<file path="config.mk">
export PLATFORM = sky130hd
export DESIGN_NAME = aw_fadd
export DESIGN_NICKNAME = d
export VERILOG_FILES = /design/src/sv/aw_pkg.sv /design/src/sv/aw_fadd.sv
export SDC_FILE = /design/constraint.sdc
export NUM_CORES = 1
export LEC_CHECK = 0
export BUFFER_PORTS_ARGS = -buffer_cell sky130_fd_sc_hd__buf_2
export CAP_MARGIN = 20
export CELL_PAD_IN_SITES_DETAIL_PLACEMENT = 0
export CELL_PAD_IN_SITES_GLOBAL_PLACEMENT = 1
export CORE_MARGIN = 2
export CORE_UTILIZATION = 30
export CTS_CLUSTER_SIZE = 8
export DETAILED_ROUTE_END_ITERATION = 10
export HOLD_SLACK_MARGIN = 0.03
export PLACE_DENSITY = 0.57
export SETUP_SLACK_MARGIN = 0.2
export SLEW_MARGIN = 5
export SYNTH_ARGS = -nofsm -noshare
export SYNTH_HDL_FRONTEND = slang
export SYNTH_SLANG_ARGS = --single-unit
export TNS_END_PERCENT = 50
</file>
<file path="constraint.sdc">
create_clock -name clk -period 9.5 [get_ports clk]
set_input_delay 0.475 -clock clk [delete_from_list [all_inputs] [get_ports clk]]
set_output_delay 0.475 -clock clk [all_outputs]
set_load 0.005 [all_outputs]
</file>
<file path="src/sv/aw_pkg.sv">
// AdamW update engine: shared types, constants and float helper functions.
// Used by the float units and the top level of the engine; depends on nothing else.
package aw_pkg;

    localparam logic [31:0] CANON_NAN = 32'h7FC0_0000;
    localparam logic [31:0] FP_ONE    = 32'h3F80_0000;
    localparam logic [31:0] FP_EPS    = 32'h3586_37BD;  // 1.0e-6

    localparam logic [31:0] RST_FIRST_DECAY       = 32'h3F66_6666;
    localparam logic [31:0] RST_SECOND_DECAY      = 32'h3F7F_BE77;
    localparam logic [31:0] RST_FIRST_CORRECTION  = 32'h3F80_0000;
    localparam logic [31:0] RST_SECOND_CORRECTION = 32'h3F80_0000;
    localparam logic [31:0] RST_STEP_SIZE         = 32'h3A83_126F;
    localparam logic [31:0] RST_SHRINK_FACTOR     = 32'h3F80_0000;

    // root/quotient bits produced per pipeline stage
    localparam int STEPS_PER_STAGE = 4;
    localparam int ITER_STAGES     = 28 / STEPS_PER_STAGE;

    localparam int MUL_LAT  = 3;
    localparam int ADD_LAT  = 4;
    localparam int DIV_LAT  = ITER_STAGES + 2;
    localparam int SQRT_LAT = ITER_STAGES + 2;

    typedef enum logic [2:0] {
        REG_FIRST_DECAY       = 3'd0,
        REG_SECOND_DECAY      = 3'd1,
        REG_FIRST_CORRECTION  = 3'd2,
        REG_SECOND_CORRECTION = 3'd3,
        REG_STEP_SIZE         = 3'd4,
        REG_SHRINK_FACTOR     = 3'd5
    } cfg_reg_t;

    typedef struct packed {
        logic sign;
        logic nan;
        logic inf;
        logic zero;
    } fp_spec_t;

    // value = mant / 2^23 * 2^exp, mant normalized unless zero
    typedef struct packed {
        logic               sign;
        logic               nan;
        logic               inf;
        logic               zero;
        logic signed [9:0]  exp;
        logic [23:0]        mant;
    } fp_unp_t;

    function automatic logic [4:0] lzc27(input logic [26:0] x);
        logic [4:0] cnt;
        cnt = 5'd27;
        for (int i = 0; i < 27; i++)
        begin
            if (x[i])
            begin
                cnt = 5'(26 - i);
            end
        end
        return cnt;
    endfunction

    function automatic fp_unp_t fp_unpack(input logic [31:0] x);
        fp_unp_t    u;
        logic [4:0] lz;
        u.sign = x[31];
        u.nan  = (x[30:23] == 8'hFF) && (x[22:0] != 23'd0);
        u.inf  = (x[30:23] == 8'hFF) && (x[22:0] == 23'd0);
        u.zero = (x[30:23] == 8'h00) && (x[22:0] == 23'd0);
        lz     = lzc27({1'b0, x[22:0], 3'b000});
        if (x[30:23] != 8'h00)
        begin
            u.mant = {1'b1, x[22:0]};
            u.exp  = $signed({2'b00, x[30:23]}) - 10'sd127;
        end
        else
        begin
            u.mant = {1'b0, x[22:0]} << lz;
            u.exp  = -10'sd126 - $signed({5'b00000, lz});
        end
        return u;
    endfunction

    // sig has its leading one at bit 26: value = sig / 2^26 * 2^e
    function automatic logic [31:0] fp_round(input logic sign, input logic signed [11:0] e,
                                             input logic [26:0] sig, input logic st);
        logic signed [11:0] be;
        logic signed [11:0] shw;
        logic [4:0]         sh;
        logic [26:0]        shifted;
        logic               lost;
        logic [30:0]        field;
        logic               g;
        logic               s;
        logic               inc;
        be      = e + 12'sd127;
        shw     = 12'sd1 - be;
        sh      = (shw > 12'sd27) ? 5'd27 : shw[4:0];
        shifted = sig >> sh;
        lost    = |(sig & ~(27'h7FF_FFFF << sh));
        if (be >= 12'sd1)
        begin
            field = {be[7:0], sig[25:3]};
            g     = sig[2];
            s     = (|sig[1:0]) | st;
        end
        else
        begin
            field = {8'h00, shifted[25:3]};
            g     = shifted[2];
            s     = (|shifted[1:0]) | lost | st;
        end
        inc = g & (s | field[0]);
        if (be >= 12'sd255)
        begin
            return {sign, 8'hFF, 23'd0};
        end
        return {sign, field + {30'd0, inc}};
    endfunction

    function automatic logic [31:0] fp_special(input fp_spec_t sp);
        if (sp.nan)
        begin
            return CANON_NAN;
        end
        if (sp.inf)
        begin
            return {sp.sign, 8'hFF, 23'd0};
        end
        return {sp.sign, 31'd0};
    endfunction

endpackage

</file>
<file path="src/sv/aw_fadd.sv">
// Pipelined binary32 adder: align, add, leading-zero count, normalize and round.
// Depends on aw_pkg.
module aw_fadd
(
    input  logic        clk,
    input  logic        en,
    input  logic [31:0] a,
    input  logic [31:0] b,
    output logic [31:0] y
);

    // stage 1: operands ordered by magnitude, smaller one aligned
    logic [31:0]      big;
    logic [31:0]      sml;
    logic [7:0]       eb;
    logic [7:0]       es;
    logic [7:0]       d;
    logic [4:0]       sh;
    logic [26:0]      sm27;
    logic [26:0]      shifted;
    logic             st;
    aw_pkg::fp_spec_t sp1_next;
    logic             nan_a;
    logic             nan_b;
    logic             inf_a;
    logic             inf_b;

    logic [7:0]       e1_reg;
    logic [26:0]      mbig_reg;
    logic [26:0]      msml_reg;
    logic             sub1_reg;
    logic             sbig1_reg;
    logic             zsign1_reg;
    aw_pkg::fp_spec_t sp1_reg;

    logic [27:0]      sum2_reg;
    logic [7:0]       e2_reg;
    logic             sbig2_reg;
    logic             zsign2_reg;
    aw_pkg::fp_spec_t sp2_reg;

    logic [27:0]      sum3_reg;
    logic [4:0]       lz3_reg;
    logic [7:0]       e3_reg;
    logic             sbig3_reg;
    logic             zsign3_reg;
    aw_pkg::fp_spec_t sp3_reg;

    logic [31:0]      y_reg;
    logic [31:0]      y_next;
    logic signed [11:0] e_base;

    always_comb
    begin
        if (b[30:0] > a[30:0])
        begin
            big = b;
            sml = a;
        end
        else
        begin
            big = a;
            sml = b;
        end
        eb      = (big[30:23] == 8'h00) ? 8'd1 : big[30:23];
        es      = (sml[30:23] == 8'h00) ? 8'd1 : sml[30:23];
        d       = eb - es;
        sh      = (d > 8'd27) ? 5'd27 : d[4:0];
        sm27    = {sml[30:23] != 8'h00, sml[22:0], 3'b000};
        shifted = sm27 >> sh;
        st      = |(sm27 & ~(27'h7FF_FFFF << sh));
        nan_a   = (a[30:23] == 8'hFF) && (a[22:0] != 23'd0);
        nan_b   = (b[30:23] == 8'hFF) && (b[22:0] != 23'd0);
        inf_a   = (a[30:23] == 8'hFF) && (a[22:0] == 23'd0);
        inf_b   = (b[30:23] == 8'hFF) && (b[22:0] == 23'd0);
        sp1_next.nan  = nan_a | nan_b | (inf_a & inf_b & (a[31] != b[31]));
        sp1_next.inf  = inf_a | inf_b;
        sp1_next.sign = inf_a ? a[31] : b[31];
        sp1_next.zero = 1'b0;
    end

    always_comb
    begin
        e_base = $signed({4'b0000, e3_reg}) - 12'sd127;
        if (sp3_reg.nan || sp3_reg.inf)
        begin
            y_next = aw_pkg::fp_special(sp3_reg);
        end
        else if (sum3_reg == 28'd0)
        begin
            y_next = {zsign3_reg, 31'd0};
        end
        else if (sum3_reg[27])
        begin
            y_next = aw_pkg::fp_round(sbig3_reg, e_base + 12'sd1, sum3_reg[27:1], sum3_reg[0]);
        end
        else
        begin
            y_next = aw_pkg::fp_round(sbig3_reg, e_base - $signed({7'd0, lz3_reg}),
                                      sum3_reg[26:0] << lz3_reg, 1'b0);
        end
    end

    always_ff @(posedge clk)
    begin
        if (en)
        begin
            e1_reg     <= eb;
            mbig_reg   <= {big[30:23] != 8'h00, big[22:0], 3'b000};
            msml_reg   <= {shifted[26:1], shifted[0] | st};
            sub1_reg   <= big[31] ^ sml[31];
            sbig1_reg  <= big[31];
            zsign1_reg <= a[31] & b[31];
            sp1_reg    <= sp1_next;

            sum2_reg   <= sub1_reg ? ({1'b0, mbig_reg} - {1'b0, msml_reg})
                                   : ({1'b0, mbig_reg} + {1'b0, msml_reg});
            e2_reg     <= e1_reg;
            sbig2_reg  <= sbig1_reg;
            zsign2_reg <= zsign1_reg;
            sp2_reg    <= sp1_reg;

            sum3_reg   <= sum2_reg;
            lz3_reg    <= aw_pkg::lzc27(sum2_reg[26:0]);
            e3_reg     <= e2_reg;
            sbig3_reg  <= sbig2_reg;
            zsign3_reg <= zsign2_reg;
            sp3_reg    <= sp2_reg;

            y_reg      <= y_next;
        end
    end

    assign y = y_reg;

endmodule

</file>
==> results by group, run 1 <==
Run status
  • Status: complete, no violations

Global route
  • Grt ovf: 0
  • Initial antenna violation count: 0
  • Largest net degree at the start of global routing: 104
  • Global-route wire length before repair: 143 mm
  • Vias in the first global route: 21,646
  • Global-route usage over all layers: 25.2%

Clocking
  • Cts bufs inserted: 17
  • CTS tree: done
  • TritonCTS Sinks: 184
  • CTS Buffer Depth: 2
  • Hold Buf Count CTS: 0
  • Post-CTS setup buffers: 0
  • Clk pin slew, worst setup/hold paths: 0.08 ns
  • Post-CTS Resized: 0
  • Root Driver: clkbuf_16
  • Clk_lat worst skew: ~0.50 ns
  • H-tree levels: 4

Routing
  • # DRC: 0
  • Vias per inst: around 6.0
  • Via count: about 22,000
  • DRT iter0 DRCs: 2,150
  • Routed Antenna Nets: 0
  • Per-cell routed wire length: 25.9 um
  • Drt pass-1 iters: 6
  • Total wire length: 95.8 mm

Floorplanning
  • Die X: 275 um
  • Cell Rows: 99
  • IO Pins: 98
  • Initial Util: just over 30%
  • Core Area: roughly 73,000 sq um
  • Vert. Die Dim: 275 um
  • Full die area: between 70,000 and 80,000 sq um

Synth
  • Syn Area/Cell: 8.13 sq um
  • Compound-Gate Fraction of Synth Area: 26.5%
  • Fraction of registers with async set/reset: 0%
  • Simple-gate share of the synthesized area: approximately a fifth
  • Post-Synth XOR/XNOR Area: between 3 and 4%
  • Register bit total from synthesis: 184
  • Netlist Area Pre-Place: 22,000 sq um
  • Mux contribution to synthesized area: 11.2%
  • Combinational family with the most area after synthesis: compound AO/OA/AOI/OAI gates
  • Top FF cell, synth: edfxtp_1
  • Yosys warns: 0
  • Synthesized instance count: 2,705
  • Sequential area share after synthesis: approximately a quarter
  • Adder-Cell Fraction of Synth Area: 6.92%
  • Number of synthesized flops with an enable pin: 184
  • Syn_nets: around 2,900
  • Library cells used by synthesis: 117

STA
  • Final hold violations: 0
  • Top achievable clock speed: approximately 120 MHz
  • Fin crit share: 87.7%
  • Number of endpoints failing setup at the final stage: 0
  • Slew headroom: 27.4%
  • TNS Setup: 0 ns
  • Unrepaired setup endpoints after global routing: false
  • Period minus WS final: 8.33 ns
  • Final Skew: 0.0194 ns
  • Worst Max-Slew Pin Slew: 1.09 ns
  • Final slew viol count: 0

Run
  • Max Cap Viol: 0

Finish
  • Most common cell after layout, fill and taps aside: nor2_1
  • Fill count: around 7,700
  • Layout cells sized above 1: 13.8%
  • Number of flip-flops in the largest register: 32
  • Most frequent cells in the layout: nor2_1, nand2_1, o21ai_0, edfxtp_1, a21oi_1
  • Layout Nets: 2,913
  • Area growth syn-to-layout: 9.70%
  • Antenna cells: 0
  • Layout Utilization: roughly 33%

Placement
  • Detail Placement HPWL: 74.1 mm
  • GPL Wtd Cong: 0.998
  • Port bufs: 97

Worst setup path
  • WP data required: 9.76 ns
  • CP dominant cell by count: a21o_1
  • Crit-path max cell delay: 0.76 ns
  • CP Class: in2reg
  • Startpoint type of the worst setup path: primary input
  • Crit. End Element: flip-flop
  • CP max FO: 25
  • Crit path DAT: 8.59 ns
  • R2R cell count: 22
  • Slowest CP cell: a2111oi_0

Min path
  • Hold Path Cell Cnt: 2
  • Tightest Hold Check Type: in2reg

Pwr
  • Lkg Pwr: 9.08 nW
  • VDD IR max: 115 uV
  • Power Density: about 230 nW/um^2
## worst paths after layout
kind / start / end / slack [ns]
worst min register to register: e2_reg[2]$_DFFE_PP_ / e3_reg[2]$_DFFE_PP_ / 0.42
worst max register to register: e3_reg[0]$_DFFE_PP_ / y[24]$_DFFE_PP_ / 1.29
worst min-delay path: a[31] / zsign1_reg$_DFFE_PP_ / 0.32
worst max-delay path: a[24] / msml_reg[0]$_DFFE_PP_ / 1.17
## logic make-up (layout without fill, tap and decap cells)
kind of cell    after synthesis  count (layout)
flops                       184             184
xor+xnor                     91              91
mux                         204             204
compound gates              868             868
buf+inv                     327             363
fa+ha+maj                   120             120
simple gates                911             911
## synthesized netlist by cell type (all sizes together) (39+ instances only)
cell type	instances	share of area, %
buf	66	1.9
nor4	42	1.4
edfxtp	184	25
nand3	67	1.7
nor2	264	4.6
inv	144	2.5
mux2	59	3.0
nand2	259	4.4
clkbuf	114	2.0
nor3	87	2.1
ha	116	6.6
a21oi	186	4.3
mux2i	118	5.4
o21ai	211	4.9
xor2	39	1.6
xnor2	51	2.1
a211oi	45	1.6
## power by group
part	switching (mW)	internal [mW]
Combinational	2.40	1.22
Clock	0.366	0.351
Sequential	0.157	1.04
Total	2.92	2.62
## critical path, delay by kind of cell
kind | cells | cell delay, ns
compound gates | 19 | 4.99
xor+xnor | 1 | 0.08
fa+ha+maj | 3 | 0.93
buf+inv | 4 | 0.64
simple gates | 7 | 1.44
## routing by layer
layer | GRT usage (%) | part of all wire [%] | vias up
met3 | 3.48 | 5.5 | 176
li1 | - | - | 10275
met5 | 0 | 0 | -
met4 | 10.6 | 4.3 | 0
met1 | 32.7 | 43 | 10906
met2 | 41.9 | 47 | 815
## metrics by stage
stage / cell area, sq um / power, mW / instances / setup slack, ns / hold slack [ns]
floorplan: 22000 / 3.43 / 2705 / 1.65 / 0.400
global placement: 23500 / 4.78 / 3665 / 0.771 / 0.406
detailed placement: 23500 / 4.74 / 3667 / 0.667 / 0.405
CTS: 24100 / 5.47 / 3699 / 1.21 / 0.296
global route: 24100 / 5.85 / 3700 / 0.488 / 0.320
finish: 24100 / 5.54 / 3700 / 1.17 / 0.325
## cell type report
cell class | count | area, sq um | share of cell area, %
multi-input cells | 2194 | 15100 | 62.6
flip-flops and latches | 184 | 5530 | 22.9
well taps | 959 | 1200 | 4.98
repair buffers | 184 | 1160 | 4.80
inverters | 147 | 552 | 2.29
clock buffers | 18 | 429 | 1.78
clock inverters | 14 | 154 | 0.638
Power figures use the tool's default switching activity.
==> inputs of run 2 (changes only) <==
--- a/config.mk
+++ b/config.mk
@@ -14,10 +14,10 @@
 export CTS_CLUSTER_SIZE = 8
 export DETAILED_ROUTE_END_ITERATION = 10
 export HOLD_SLACK_MARGIN = 0.03
-export PLACE_DENSITY = 0.57
+export PLACE_DENSITY = 0.64
 export SETUP_SLACK_MARGIN = 0.2
 export SLEW_MARGIN = 5
 export SYNTH_ARGS = -nofsm -noshare
 export SYNTH_HDL_FRONTEND = slang
 export SYNTH_SLANG_ARGS = --single-unit
-export TNS_END_PERCENT = 50
+export TNS_END_PERCENT = 1
==> constraint.sdc (replaced) <==
create_clock -name clk -period 10.45 [get_ports clk]
set_input_delay 0.5225 -clock clk [delete_from_list [all_inputs] [get_ports clk]]
set_output_delay 0.5225 -clock clk [all_outputs]
set_load 0.005 [all_outputs]
==> run 2 against run 1 <==
Net effect: wire length decreased by 4.3%; power decreased by 11%; clock power decreased by 6.4%; final cell count decreased by 0.86%; count of clock-buffer cells in the layout unchanged; via count increased by 1.1%; register-to-register slack improved by 0.41 ns; first-iteration DRC count increased by 21%; hold slack improved by 0.038 ns.
==> results by group, run 2 (synthesis results as in run 1) <==
Run status
  • Status: complete, no violations

Finish
  • Most frequent cells in the layout: nor2_1, nand2_1, o21ai_0, edfxtp_1, a21oi_1
  • Area growth syn-to-layout: 8.63%
  • Layout cells sized above 1: 12.8% (-0.98 points)
  • Fill count: 7,661 (-0.52%)
  • Layout Utilization: 32.8% (-0.32 points)
  • Number of flip-flops in the largest register: 32 (unchanged)
  • Layout Nets: 2,880 (-1.1%)

Worst setup path
  • FF-to-FF setup slack: 1.70 ns (+0.41 ns)
  • R2R cell count: 24 (+9.1%)
  • CP dominant cell by count: buf_4
  • Critical path buffers and inverters: 4 (unchanged)
  • Slowest CP cell: o31ai_1
  • CP Class: reg2reg
  • Worst reg2reg path startpoint: e3_reg[0]$_DFFE_PP_
  • Startpoint type of the worst setup path: flip-flop
  • Reg2reg end: y[25]$_DFFE_PP_
  • WP data required: 10.69 ns (+0.93 ns)
  • Crit path DAT: 8.98 ns (+0.39 ns)
  • Crit. End Element: flip-flop
  • Top delay family on crit path: simple AND/OR/NAND/NOR gates
  • Crit-path max cell delay: 0.66 ns (-0.10 ns)
  • Critical path, cell by cell: buf_4, buf_4, and3_1, xnor2_1, inv_2, ha_1, ha_1, xnor2_1, nor3_1, a311oi_1, a21oi_1, a211o_1, nand3_1, buf_4, mux2i_1, a22o_1, nor2_1, o31ai_1, nand4bb_2, or3_1, nor4_1, nand2_1, or4_1, a41o_1
  • Stages on the worst setup path: 24 (-29%)
  • CP max FO: 36 (+44%)

Routing
  • Routed Antenna Nets: 0 (unchanged)
  • Total wire length: 91.7 mm (-4.3%)
  • DRT iter0 DRCs: 2,596 (+21%)
  • # DRC: 0 (unchanged)
  • Drt pass-1 iters: 8 (+2)
  • Per-cell routed wire length: 25.0 um (-3.4%)
  • Vias per inst: 6.11 (+2.0%)
  • Via count: 22,410 (+1.1%)

Clocking
  • CTS tree: done
  • Post-CTS Resized: 0 (unchanged)
  • CTS Buffer Depth: 2 (unchanged)
  • Post-CTS setup buffers: 0 (unchanged)
  • Cts bufs inserted: 17 (unchanged)
  • Hold Buf Count CTS: 0 (unchanged)
  • Clk pin slew, worst setup/hold paths: 0.08 ns (about the same)
  • H-tree levels: 4 (unchanged)
  • Clk_lat worst skew: 0.50 ns (about the same)
  • TritonCTS Sinks: 184 (unchanged)
  • Root Driver: clkbuf_16

Floorplanning
  • Core Area: 72,700 sq um (unchanged)
  • Full die area: 75,500 sq um (unchanged)
  • Initial Util: 30.2% (unchanged)
  • Cell Rows: 99 (unchanged)
  • IO Pins: 98 (unchanged)
  • Die X: 275 um (unchanged)
  • Vert. Die Dim: 275 um (unchanged)

STA
  • Period minus WS final: 8.75 ns
  • Slew headroom: 26.8% (-0.60 points)
  • TNS Setup: 0 ns (unchanged)
  • Fin crit share: 83.7%
  • Final slew viol count: 0 (unchanged)
  • Number of endpoints failing setup at the final stage: 0 (unchanged)
  • Top achievable clock speed: 114 MHz
  • Unrepaired setup endpoints after global routing: false
  • Final hold violations: 0 (unchanged)
  • Final Skew: 0.0179 ns (-0.00151 ns)
  • Post-route setup slack: 1.70 ns (+0.534 ns)
  • Worst Max-Slew Pin Slew: 1.10 ns (+0.00860 ns)
  • Hold Slack: 0.363 ns (+0.0382 ns)

Pwr
  • VDD IR max: 114 uV (-1.1%)
  • Lkg Pwr: 8.92 nW (-1.8%)
  • Gate power share: 64.2% (-1.2 points)
  • Switching Share: 53.0% (+0.26 points)
  • Clock share of power: 13.6% (+0.6 points)
  • Net Switching: 2.61 mW (-11%)
  • P_int: 2.32 mW (-11%)
  • Pwr Total: 4.93 mW (-11%)
  • Seq pwr share: 22.2% (+0.5 points)
  • Power Density: 206 nW/um^2 (-10%)

Run
  • Max Cap Viol: 0 (unchanged)

Global route
  • Global-route wire length before repair: 137 mm (-4.3%)
  • Global-route usage over all layers: 23.8% (-1.4 points)
  • Vias in the first global route: 21,392 (-1.2%)
  • Initial antenna violation count: 2 (+2)
  • Largest net degree at the start of global routing: 117 (+13%)
  • Grt ovf: 0 (unchanged)

Placement
  • GPL Wtd Cong: 1.04 (+3.7%)
  • Detail Placement HPWL: 69.1 mm (-6.7%)
  • DP Worst Slack: 1.66 ns (+0.991 ns)
  • Port bufs: 97 (unchanged)

Min path
  • Hold_sp: a[31]
  • Hold Path Cell Cnt: 2 (unchanged)
  • WHS Endpoint: sp1_reg[3]$_DFFE_PP_
  • Tightest Hold Check Type: in2reg
## run 2: cell count changes in the layout (fill, tap and decap cells not counted), sizes merged
cell,previous run,this run
buf,182,150
diode,0,1
clkbuf,20,19
## run 2: per-stage QoR
stage	cell area, sq um	std cells
4_1_cts	23900	3666
2_1_floorplan	22000	2705
3_3_place_gp	23300	3632
5_1_grt	23900	3667
6_report	23900	3668
3_5_place_dp	23300	3634
## run 2: worst max path at each step
| stage | start | end | slack (ns) |
|---|---|---|---|
| after CTS | e3_reg[0]$_DFFE_PP_ | y[25]$_DFFE_PP_ | 1.87 |
| after detailed placement | a[24] | msml_reg[0]$_DFFE_PP_ | 1.66 |
| after floorplan | a[24] | msml_reg[0]$_DFFE_PP_ | 2.55 |
| final | e3_reg[0]$_DFFE_PP_ | y[25]$_DFFE_PP_ | 1.70 |
| after global routing | e3_reg[0]$_DFFE_PP_ | y[26]$_DFFE_PP_ | 1.23 |
| after global placement | a[24] | msml_reg[2]$_DFFE_PP_ | 1.71 |
## run 2: power groups by stage
stage / clock network [mW] / logic (mW) / registers [mW]
6_report: 0.671 / 3.16 / 1.09
5_1_grt: 0.718 / 3.37 / 1.11
4_1_cts: 0.691 / 3.07 / 1.09
3_5_place_dp: 0 / 3.06 / 1.11
3_3_place_gp: 0 / 3.08 / 1.11
2_1_floorplan: 0 / 2.11 / 1.01
## run 2: cell type report
| type | count | area [sq um] | share of cell area (%) |
|---|---|---|---|
| clock buffer | 18 | 429 | 1.80 |
| sequential | 184 | 5530 | 23.1 |
| tap | 959 | 1200 | 5.02 |
| multi-input combinational | 2194 | 15100 | 63.3 |
| clock inverter | 14 | 173 | 0.723 |
| antenna | 1 | 2.50 | 0.0105 |
| inverter | 147 | 552 | 2.31 |
| timing repair buffer | 151 | 895 | 3.75 |
## run 2: metal layers
metal	part of all wire (%)	global-route usage, %
met5	0	0
met4	5.0	11.6
met3	6.8	3.99
met2	47	39.6
met1	41	29.9
==> inputs of run 3 (changes only) <==
--- a/config.mk
+++ b/config.mk
@@ -14,7 +14,7 @@
 export CTS_CLUSTER_SIZE = 8
 export DETAILED_ROUTE_END_ITERATION = 10
 export HOLD_SLACK_MARGIN = 0.03
-export PLACE_DENSITY = 0.64
+export PLACE_DENSITY = 0.66
 export SETUP_SLACK_MARGIN = 0.2
 export SLEW_MARGIN = 5
 export SYNTH_ARGS = -nofsm -noshare
==> constraint.sdc (replaced) <==
create_clock -name clk -period 7.7 [get_ports clk]
set_input_delay 0.385 -clock clk [delete_from_list [all_inputs] [get_ports clk]]
set_output_delay 0.385 -clock clk [all_outputs]
set_load 0.005 [all_outputs]
==> run 3 against run 2 <==
Net effect: hold slack lost 0.14 ns; final cell count grew 4.3%; register-to-register slack lost 1.3 ns; critical path depth grew 1; sequential share of layout area shrank 1.3 points; setup slack lost 1.3 ns; via count grew 2.6%.
==> results by group, run 3 (synthesis results as in run 1) <==
Routing
  • Drt pass-1 iters: 6 (-2)
  • DRT iter0 DRCs: 2,671 (+2.9%)
  • Per-cell routed wire length: 24.3 um (-2.8%)
  • Total wire length: 93.0 mm (+1.4%)
  • # DRC: 0 (unchanged)
  • Via count: 22,992 (+2.6%)
  • Vias per inst: 6.01 (-1.7%)
  • Routed Antenna Nets: 0 (unchanged)

Placement
  • Area after DPL: 24,500 sq um (+5.1%)
  • GPL Wtd Cong: 1.03 (-0.61%)
  • Port bufs: 97 (unchanged)
  • Detail Placement HPWL: 71.7 mm (+3.8%)

Run
  • Max Cap Viol: 0 (unchanged)

Worst setup path
  • WP data required: 7.92 ns (-2.77 ns)
  • Crit. End Element: flip-flop
  • Crit path DAT: 7.47 ns (-1.51 ns)
  • Reg2reg end: y[27]$_DFFE_PP_
  • Startpoint type of the worst setup path: flip-flop
  • Slowest CP cell: or4b_1
  • CP max FO: 10 (-72%)
  • Worst reg2reg path startpoint: e3_reg[0]$_DFFE_PP_
  • R2R cell count: 25 (+4.2%)
  • FF-to-FF setup slack: 0.44 ns (-1.26 ns)
  • Crit-path max cell delay: 0.54 ns (-0.12 ns)
  • CP Class: reg2reg

Min path
  • WHS Endpoint: sbig1_reg$_DFFE_PP_
  • Hold Path Cell Cnt: 2 (unchanged)
  • Tightest Hold Check Type: in2reg
  • Hold_sp: b[31]

Floorplanning
  • Vert. Die Dim: 275 um (unchanged)
  • Initial Util: 30.2% (unchanged)
  • Cell Rows: 99 (unchanged)
  • Full die area: 75,500 sq um (unchanged)
  • Die X: 275 um (unchanged)
  • IO Pins: 98 (unchanged)
  • Core Area: 72,700 sq um (unchanged)

Finish
  • Area growth syn-to-layout: 15.1%
  • Most frequent cells in the layout: nor2_1, nand2_1, buf_4, o21ai_0, edfxtp_1
  • Antenna cells: 0 (-1)
  • Number of flip-flops in the largest register: 32 (unchanged)
  • Finished Cell Area: 25,300 sq um (+6.0%)
  • Layout Utilization: 34.8% (+2.0 points)
  • Layout Nets: 3,040 (+5.6%)
  • Layout cells sized above 1: 18.6% (+5.8 points)
  • Fill count: 7,540 (-1.6%)

Pwr
  • Power Density: 284 nW/um^2 (+38%)
  • Pwr Total: 7.18 mW (+46%)
  • Lkg Pwr: 9.77 nW (+9.5%)
  • VDD IR max: 130 uV (+15%)

Global route
  • Global-route wire length before repair: 139 mm (+1.6%)
  • Grt ovf: 0 (unchanged)
  • Largest net degree at the start of global routing: 114 (-2.6%)
  • Initial antenna violation count: 1 (-1)
  • Global-route usage over all layers: 24.2% (+0.38 points)
  • Vias in the first global route: 22,144 (+3.5%)

Clocking
  • H-tree levels: 4 (unchanged)
  • Root Driver: clkbuf_16
  • CTS Buffer Depth: 2 (unchanged)
  • TritonCTS Sinks: 184 (unchanged)
  • Clk pin slew, worst setup/hold paths: 0.09 ns (about the same)
  • Clk_lat worst skew: 0.49 ns (about the same)
  • Hold Buf Count CTS: 0 (unchanged)
  • Cts bufs inserted: 17 (unchanged)
  • CTS tree: done

STA
  • TNS Setup: 0 ns (unchanged)
  • Fin crit share: 94.2% (+11 points)
  • Period minus WS final: 7.26 ns (-1.49 ns)
  • Top achievable clock speed: 138 MHz (+21%)
  • Final slew viol count: 0 (unchanged)
  • Worst Max-Slew Pin Slew: 1.10 ns (+0.00873 ns)
  • Slew headroom: 26.4% (-0.41 points)
  • Number of endpoints failing setup at the final stage: 0 (unchanged)
  • Unrepaired setup endpoints after global routing: true
  • Final Skew: 0.0162 ns (-0.00172 ns)
  • Final hold violations: 0 (unchanged)

Run status
  • Status: complete, no violations
run 3: cell count changes in the layout (fill, tap and decap cells not counted), moves of 4 or more:
cell,previous run,this run
a211oi_1,40,33
buf_4,52,210
o21ai_0,204,195
a211oi_2,5,12
o21ai_1,4,13
buf_12,0,4
run 3: cell type report:
type / count / area (sq um) / share of cell area [%]
tap: 959 / 1200 / 4.74
sequential: 184 / 5530 / 21.8
clock inverter: 15 / 210 / 0.831
clock buffer: 17 / 425 / 1.68
multi-input combinational: 2194 / 15200 / 60.2
timing repair buffer: 311 / 2150 / 8.50
inverter: 147 / 553 / 2.19
run 3: layer usage:
layer	global-route usage, %	vias up	routed length [um]
li1	-	10524	-
met1	30.8	11082	39000
met2	39.8	1140	42900
met3	4.17	244	6640
met4	11.4	2	4480
met5	0	-	13
run 3: power breakdown:
| group | internal (mW) | switching [mW] |
|---|---|---|
| Combinational | 1.78 | 2.98 |
| Clock | 0.476 | 0.468 |
| Sequential | 1.29 | 0.190 |
run 3: how the worst max path moves through the flow:
stage,from,end,slack [ns],depth (start not counted)
floorplan,e3_reg[0]$_DFFE_PP_,y[26]$_DFFE_PP_,0.18,34
global placement,a[24],msml_reg[0]$_DFFE_PP_,0.16,36
detailed placement,a[24],msml_reg[0]$_DFFE_PP_,0.19,36
CTS,e3_reg[0]$_DFFE_PP_,y[26]$_DFFE_PP_,0.26,30
global route,e3_reg[0]$_DFFE_PP_,y[26]$_DFFE_PP_,0.06,31
finish,e3_reg[0]$_DFFE_PP_,y[27]$_DFFE_PP_,0.44,25
run 3: stage by stage:
stage | hold WS (ns) | setup WS, ns | instances
after CTS | 0.181 | 0.259 | 3818
after detailed placement | 0.405 | 0.195 | 3786
after global routing | 0.206 | 0.0622 | 3827
final | 0.225 | 0.444 | 3827
after global placement | 0.404 | 0.160 | 3786
after floorplan | 0.400 | 0.182 | 2705
run 3: what timing repair did:
item	4_1_cts	5_1_grt
endpoints found under the setup margin	0	36
resized for setup	0	37
hold endpoints to repair	0	0
buffers inserted	0	9
run 3: critical path, delay by kind of cell (launching register included):
kind	cells	cell delay (ns)
AOI/OAI and AO/OA	7	1.69
DFF	1	0.52
adders and majority gates	3	0.86
buffers and inverters	4	0.72
xor gates and xnor gates	2	0.36
and+or+nand+nor	8	2.51
muxes	1	0.29
